--- config.mk ---
export PLATFORM = sky130hd
export DESIGN_NAME = sqct_queue
export DESIGN_NICKNAME = d
export VERILOG_FILES = /design/src/sqct_pkg.sv /design/src/sqct_queue.sv
export VERILOG_INCLUDE_DIRS = /design/src /design/src/src
export SDC_FILE = /design/constraint.sdc
export NUM_CORES = 2
export LEC_CHECK = 0
export BUFFER_PORTS_ARGS = -buffer_cell sky130_fd_sc_hd__buf_2
export CORE_ASPECT_RATIO = 1.4
export CORE_MARGIN = 2
export CORE_UTILIZATION = 45
export CTS_CLUSTER_DIAMETER = 30
export DETAILED_ROUTE_END_ITERATION = 7
export PLACE_DENSITY_LB_ADDON = 0.12
export SETUP_SLACK_MARGIN = 0.02
export SLEW_MARGIN = 20
export SYNTH_ARGS = -nofsm -noshare
export SYNTH_HDL_FRONTEND = slang
export SYNTH_MEMORY_MAX_BITS = 65536
export SYNTH_SLANG_ARGS = --single-unit
--- constraint.sdc ---
create_clock -name clk -period 6.4 [get_ports clk]
set_clock_uncertainty 0.2 [all_clocks]
set_input_delay 0 -clock clk [delete_from_list [all_inputs] [get_ports clk]]
set_output_delay 0 -clock clk [all_outputs]
set_load 0.01 [all_outputs]
--- src/sprite_quad_corner_transform_top_macros.svh ---
// assertion macros shared by the sprite quad corner transform block
`ifndef SPRITE_QUAD_CORNER_TRANSFORM_TOP_MACROS_SVH
`define SPRITE_QUAD_CORNER_TRANSFORM_TOP_MACROS_SVH

// same-cycle implication
`define SQCT_ASSERT_NOW(lbl, ck, rn, ante, cons, msg) \
  lbl: assert property (@(posedge ck) disable iff (!rn) (ante) |-> (cons)) else $error(msg);

// next-cycle implication
`define SQCT_ASSERT_NEXT(lbl, ck, rn, ante, cons, msg) \
  lbl: assert property (@(posedge ck) disable iff (!rn) (ante) |=> (cons)) else $error(msg);

`endif

--- src/sqct_pkg.sv ---
// shared types, constants and tables of the sprite quad corner transform
`default_nettype none
package sqct_pkg;

  // angle residue within a quadrant and one quarter turn in that scale
  localparam int RES_BITS = 14;
  localparam logic [RES_BITS:0] QUARTER = 15'd16384;

  // divider: one quotient bit per stage, plus the setup stage
  localparam int DIV_STEPS = 17;
  localparam int PIPE_LAT  = DIV_STEPS + 1;
  // sine core stages, padded to match the divider
  localparam int SIN_CORE  = 11;
  localparam int SIN_PAD   = PIPE_LAT - SIN_CORE;

  // queue between front and back
  localparam int QDEPTH = 16;
  localparam int QAW    = 4;

  localparam logic [16:0] TEX_MAX = 17'h1FFFF;
  localparam logic [16:0] SIN_CAP = 17'd65536;

  // configuration register indexes
  typedef logic [1:0] cfg_idx_t;
  localparam cfg_idx_t REG_TEX_W = 2'd0;
  localparam cfg_idx_t REG_TEX_H = 2'd1;

  // issue slot of one sprite; also tags the divider results
  typedef enum logic [1:0] {SLOT_U0, SLOT_U1, SLOT_V0, SLOT_V1} slot_t;

  // per-sprite geometry, written at accept
  typedef struct packed {
    logic signed [24:0] cx;
    logic signed [24:0] cy;
    logic signed [24:0] lx;
    logic signed [24:0] rx;
    logic signed [24:0] ty;
    logic signed [24:0] by;
    logic [31:0]        tint;
    logic [1:0]         quad;
    logic               zero;
  } sprite_ctx_t;

  // per-sprite arithmetic results, written when the pipelines finish
  typedef struct packed {
    logic [16:0] u0;
    logic [16:0] u1;
    logic [16:0] v0;
    logic [16:0] v1;
    logic [16:0] s;
    logic [16:0] c;
  } sprite_res_t;

  // queue status towards front and back
  typedef struct packed {
    logic ctx_full;
    logic res_avail;
  } q_status_t;

  // q30 coefficients of the odd sine polynomial
  function automatic logic [30:0] sin_coef(input logic [2:0] idx);
    logic [30:0] v;
    case (idx)
      3'd0:    v = 31'd1686629713;
      3'd1:    v = 31'd693598668;
      3'd2:    v = 31'd85569306;
      3'd3:    v = 31'd5026995;
      3'd4:    v = 31'd172272;
      default: v = 31'd0;
    endcase
    return v;
  endfunction

endpackage
`default_nettype wire

--- src/sqct_queue.sv ---
// sprite queue between front and back: geometry at accept, results at completion
`default_nettype none
module sqct_queue (
  input  wire logic                   clk,
  input  wire logic                   rst_n,
  input  wire logic                   ctx_push,
  input  wire sqct_pkg::sprite_ctx_t  ctx_in,
  input  wire logic                   res_push,
  input  wire sqct_pkg::sprite_res_t  res_in,
  input  wire logic                   pop,
  output sqct_pkg::sprite_ctx_t       ctx_out,
  output sqct_pkg::sprite_res_t       res_out,
  output sqct_pkg::q_status_t         status
);

`include "sprite_quad_corner_transform_top_macros.svh"

  sqct_pkg::sprite_ctx_t ctx_q [0:sqct_pkg::QDEPTH-1];
  sqct_pkg::sprite_res_t res_q [0:sqct_pkg::QDEPTH-1];

  logic [sqct_pkg::QAW-1:0] wpc_r, wpr_r, rp_r;
  logic [sqct_pkg::QAW:0]   ctx_cnt_r, ctx_cnt_nxt, res_cnt_r, res_cnt_nxt;
  logic                     ctx_full;

  assign ctx_full         = (ctx_cnt_r == (sqct_pkg::QAW+1)'(sqct_pkg::QDEPTH));
  assign status.ctx_full  = ctx_full;
  assign status.res_avail = (res_cnt_r != '0);

  // storage writes
  always_ff @(posedge clk) begin
    if (ctx_push) begin
      ctx_q[wpc_r] <= ctx_in;
    end
    if (res_push) begin
      res_q[wpr_r] <= res_in;
    end
  end

  assign ctx_out = ctx_q[rp_r];
  assign res_out = res_q[rp_r];

  // occupancy
  always_comb begin
    ctx_cnt_nxt = ctx_cnt_r + (sqct_pkg::QAW+1)'(ctx_push) - (sqct_pkg::QAW+1)'(pop);
    res_cnt_nxt = res_cnt_r + (sqct_pkg::QAW+1)'(res_push) - (sqct_pkg::QAW+1)'(pop);
  end

  // pointers and counts
  always_ff @(posedge clk) begin
    if (!rst_n) begin
      wpc_r     <= '0;
      wpr_r     <= '0;
      rp_r      <= '0;
      ctx_cnt_r <= '0;
      res_cnt_r <= '0;
    end else begin
      if (ctx_push) begin
        wpc_r <= wpc_r + 1'b1;
      end
      if (res_push) begin
        wpr_r <= wpr_r + 1'b1;
      end
      if (pop) begin
        rp_r <= rp_r + 1'b1;
      end
      ctx_cnt_r <= ctx_cnt_nxt;
      res_cnt_r <= res_cnt_nxt;
    end
  end

  `SQCT_ASSERT_NOW(a_pop_has_result, clk, rst_n, pop, res_cnt_r != '0, "pop with no finished sprite")
  `SQCT_ASSERT_NOW(a_ctx_room, clk, rst_n, ctx_push, !ctx_full, "sprite accepted into a full queue")
  `SQCT_ASSERT_NOW(a_res_behind_ctx, clk, rst_n, res_push, res_cnt_r < ctx_cnt_r, "result without geometry")
  `SQCT_ASSERT_NEXT(a_res_count, clk, rst_n, res_push && !pop, res_cnt_r == $past(res_cnt_r) + 1'b1, "result count lost a push")

endmodule
`default_nettype wire

Yosys cells after proc, flatten, opt, wreduce, memory -nomap -nowiden

Memory sizes are Yosys's and may differ from the RTL's. A register that Yosys moved wholly into a read port is not among the register bits.
Index checks and enable logic that the tools add are counted.

Register bits: 22
Bits in writable memories: 4,592
Input bits: 292
Word-level logic and storage cells: 24
Memories kept: 2

Add/sub/neg operators: 7
Eq/ne operators: 1
Multiplexer cells: 8
Reductions and logical operators: 1

Memories:

| name  | depth | width | read ports | clocked after Yosys merged registers in | write ports | line             | RTL |
|---|---|---|---|---|---|---|---|
| ctx_q | 16    | 185   | 1          | 1                                       | 1           | sqct_queue.sv:18 | `sqct_pkg::sprite_ctx_t ctx_q [0:sqct_pkg::QDEPTH-1];` |
| res_q | 16    | 102   | 1          | 1                                       | 1           | sqct_queue.sv:19 | `sqct_pkg::sprite_res_t res_q [0:sqct_pkg::QDEPTH-1];` |

Operator list:

| kind                                                           | number |
|---|---|
| 4-bit 2-to-1 mux                                               | 4 |
| 4-bit by 1-bit adder with 4-bit output (second input constant) | 3 |
| 5-bit by 1-bit adder with 5-bit output                         | 2 |
| 5-bit by 1-bit subtractor with 5-bit output                    | 2 |
| 5-bit == test (second input constant)                          | 1 |
| 5-bit nonzero test                                             | 1 |
| 1-bit 2-to-1 mux                                               | 4 |

Logic depth before layout (Yosys ltp)

Depth after elaboration: 3
Depth in mapped cells: 10

Worst setup path after synthesis

Ideal clock, no wire load.

Path kind: reg2reg
Start: register wpc_r[3] (netlist bit)
End: memory ctx_q[0][0] (netlist bit) (enable)
Library setup time: 0.567 ns
Data arrival time: 4.876 ns
Slack: 0.757 ns
Stages on the path, launching flop included: 3
Buffers on the path: 0
Period minus slack after synthesis: 5.643 ns
Cells stage by stage: dfxtp_1 -> nor3b_1 -> and2_1

RTL lines:

| element                  | line             | RTL |
|---|---|---|
| start: declaration       | sqct_queue.sv:21 | `logic [sqct_pkg::QAW-1:0] wpc_r, wpr_r, rp_r;` |
| start signal: assignment | sqct_queue.sv:58 | `wpc_r <= wpc_r + 1'b1;` |
| end: declaration         | sqct_queue.sv:18 |  |

No word-level cell before the write port.

==> reports/qor.yml <==
setup_path:
  start_kind: "flip-flop"
  crit_type: "flip-flop to output port"
  crit_fanout: 59
  r2r_slack_ns: 3.39
  timing.rr.start: "wpc_r[2]$_SDFFE_PN0P_"
  arrival_ns: 4.63
  r2r_cells: 3
  crit_required_ns: 6.20
  crit_path_end_kind: "output port"
  reg2reg_to: "ctx_q[2][167]$_DFFE_PP_"
pwr:
  internal_power_mw: 59.0
  switchingPower_mw: 16.9
  power_density_mw_per_mm2: 360
  pwr-share-comb_pct: 6.4
  swShare_pct: 22.2
  power.leakage_nw: 67.0
  sequentialPowerShare_pct: 44.6
  power.clock.fraction_pct: 49.0
  ir_drop_mv: 0.281
sta:
  setup_viol: 0
  tightest_slew_ns: 1.10
  report.final.slew_viol_count: 0
  period_share_pct: 75.4
  final-hold-violation-count: 0
  setup_slack_ns: 1.57
  timing.fmax_mhz: 207
  rsz0062_at_grt: "no"
  fin_crit_ns: 4.83
  hold_slack_ns: 0.107
  max-slew-margin-rel_pct: 26.4
  setup_tns_ns: 0
global_routing:
  antenna_found_initial: 118
  grt_pass1_vias: 89700
  met3_usage_pct: 5.39
  grt_max_degree: 151
  grt_overflow: 0
  grt_first_pass_wirelength_mm: 646
  met2_usage_pct: 38.3
  grtUsageMet1_pct: 31.6
  grt-busiest-layer: "met2"
  grt_usage_pct: 23.1
clocking:
  cts_num_sinks: 4618
  cts_resized: 0
  clkTransAtPathRegs_ns: 0.05
  cts_tree: "yes"
  htreeDepth: 6
  worstSkewPairLatency_ns: 1.02
  cts-buffers-inserted: 674
  cts_setup_buffers: 0
  root_buffer: "clkbuf_16"
  cts.path.max_buffers: 4
synth:
  synth.ff_latch_count: 4618
  async_flop_share_pct: 0
  yosys-top-cells-area: "edfxtp_1 (80%), mux4_2 (15%), a22oi_1 (1.5%)"
  synth_xor_area_share_pct: 0.0760
  synth.avg_cell_area_um2: 23.8
  synth.area.mux_share_pct: 15.0
  syn_inst: 7256
  synthAdderAreaFrac_pct: 0.175
  syn_area_mm2: 0.173
  synth_top_area_share_pct: 79.8
  yosysSeqAreaShare_pct: 80.1
  synth.net_count: 7571
  synth_top_family_by_area: "multiplexers"
  yosysMostFrequentCell: "edfxtp_1"
  yosys.area_share.simple_pct: 1.02
  synthFlopType: "edfxtp_1"
  yosysTopAreaCell: "edfxtp_1"
  yosysWarnings: 0
  synth-compound-area-share_pct: 2.34
  synth_cell_type_count: 32
  synth_edf_count: 4592
  synth_common_cells: "edfxtp_1 (4592), mux4_2 (1122), a22oi_1 (343)"
floorplanning:
  num_rows: 269
  io_pins: 581
  die_w_um: 528
  coreArea_mm2: 0.383
  die_height_um: 737
  start_util_pct: 45.1
  die_area_mm2: 0.389
min_path:
  hold_path_depth: 5
  hold_start: "ctx_push"
  hp-class: "primary input to flip-flop"
  min_to: "ctx_q[6][174]$_DFFE_PP_"
drt:
  vias: 84500
  final_antenna_net_count: 0
  drc_errors: 0
  wire_per_inst_um: 31.4
  wl_mm: 454
  viasPerCell: 5.84
  drtIter0Drc: 7686
  drtPass1Iterations: 5
layout:
  final_util_pct: 55.1
  syn_to_final_growth_pct: 22.1
  num-nets-final: 9164
  layout.cells.non_filler: 14500
  layout-drive-gt1-share_pct: 32.1
placement:
  port_buffers: 580
  dp_hpwl_mm: 227
  placed_cells: 12600
  pre_cts_slack_ns: 2.68
  gp_congestion: 0.731
run_status:
  status: "finished clean"
run:
  drv_cap: 0
-- layer usage --
metal / vias up / wire (µm)
met5: - / 503
met4: 80 / 8000
met3: 697 / 35100
met2: 2959 / 225000
met1: 46100 / 186000
li1: 34700 / -
-- power by group through the flow --
stage	combinational (mW)	sequential (mW)	clock, mW
after floorplan	2.78	34.4	0
after global placement	4.56	34.4	0
after detailed placement	4.62	34.4	0
after CTS	4.97	33.8	37.8
after global routing	5.24	33.8	39.1
final	4.86	33.8	37.2
-- stage by stage --
step / cell area [µm²] / power [mW]
CTS: 211000 / 76.6
floorplan: 173000 / 37.2
global route: 211000 / 78.1
detailed placement: 182000 / 39.1
finish: 211000 / 75.9
global placement: 182000 / 39.0
-- worst max-delay path, stage by stage (launching register included) --
cell,delay (ns)
dfxtp_4,0.79
buf_4,0.44
nand2b_4,0.77
buf_12,0.43
o22ai_1,0.20
nor2_1,0.50
buf_2,0.25
-- cell families after synthesis --
kind of cell / count (synthesis)
compound gates: 582
fa+ha+maj: 23
simple gates: 414
mux: 1190
flops: 4618
buf+inv: 414
xor+xnor: 15
-- how the worst max path moves through the flow --
stage | cells after the start | end | start | slack, ns
after floorplan | 2 | ctx_q[0][0]$_DFFE_PP_ | wpc_r[3]$_SDFFE_PN0P_ | 0.76
after global placement | 6 | ctx_out[88] | flip-flop | 2.74
after detailed placement | 6 | ctx_out[88] | flip-flop | 2.68
after CTS | 6 | ctx_out[88] | flip-flop | 1.51
after global routing | 6 | ctx_out[88] | flip-flop | 1.42
final | 6 | ctx_out[88] | flip-flop | 1.57
-- sequential cells by signal (all words and copies together) (netlist names), named ones only --
register	flops
ctx_q	2960
res_q	1632
ctx_cnt_r	5
res_cnt_r	5
rp_r	4
wpc_r	4
wpr_r	4
-- layout make-up --
class                   count  area, µm²
clock inverters           501       5680
clock buffers             739      17400
fillers                 28800     172000
inverters                  21       78.8
repair buffers           1310      10700
well taps                5013       6270
flip-flops and latches   4618     138000
multi-input cells        2224      32400
diodes                     37       92.6
-- cells in the final DEF (no fill, tap or decap), types with 4 or more instances in the layout --
| cell | Yosys | routed |
|---|---|---|
| diode_2 | 0 | 37 |
| and2_4 | 0 | 33 |
| clkbuf_16 | 0 | 687 |
| buf_12 | 0 | 64 |
| edfxtp_1 | 4592 | 4592 |
| nand2_1 | 200 | 199 |
| clkinv_16 | 0 | 6 |
| mux2i_1 | 68 | 68 |
| a21oi_1 | 4 | 4 |
| o21ai_0 | 15 | 15 |
| nand2b_1 | 7 | 4 |
| clkbuf_1 | 156 | 51 |
| bufinv_16 | 0 | 82 |
| buf_4 | 54 | 80 |
| nand4_1 | 16 | 16 |
| a22oi_1 | 343 | 343 |
| buf_2 | 95 | 580 |
| dfxtp_1 | 26 | 22 |
| inv_8 | 0 | 22 |
| clkinvlp_4 | 0 | 88 |
| mux4_2 | 1122 | 1122 |
| xor2_1 | 8 | 8 |
| nor2_1 | 134 | 131 |
| xnor2_1 | 7 | 7 |
| o22ai_1 | 218 | 218 |
| clkinv_2 | 0 | 86 |
| nor2b_4 | 0 | 4 |
| inv_16 | 0 | 4 |
| inv_6 | 0 | 76 |
| clkinv_8 | 0 | 15 |
| clkinv_1 | 0 | 72 |
| dlygate4sd3_1 | 0 | 585 |
| ha_1 | 21 | 21 |
| inv_1 | 21 | 21 |
| nor3b_1 | 4 | 4 |
| clkinv_4 | 0 | 50 |
-- what timing repair did --
item                                    in CTS  in global routing
hold endpoints to repair                  6453                  0
hold buffers                               585                  0
endpoints found under the setup margin       0                  0
No activity file was read; power rests on OpenSTA's default activity.
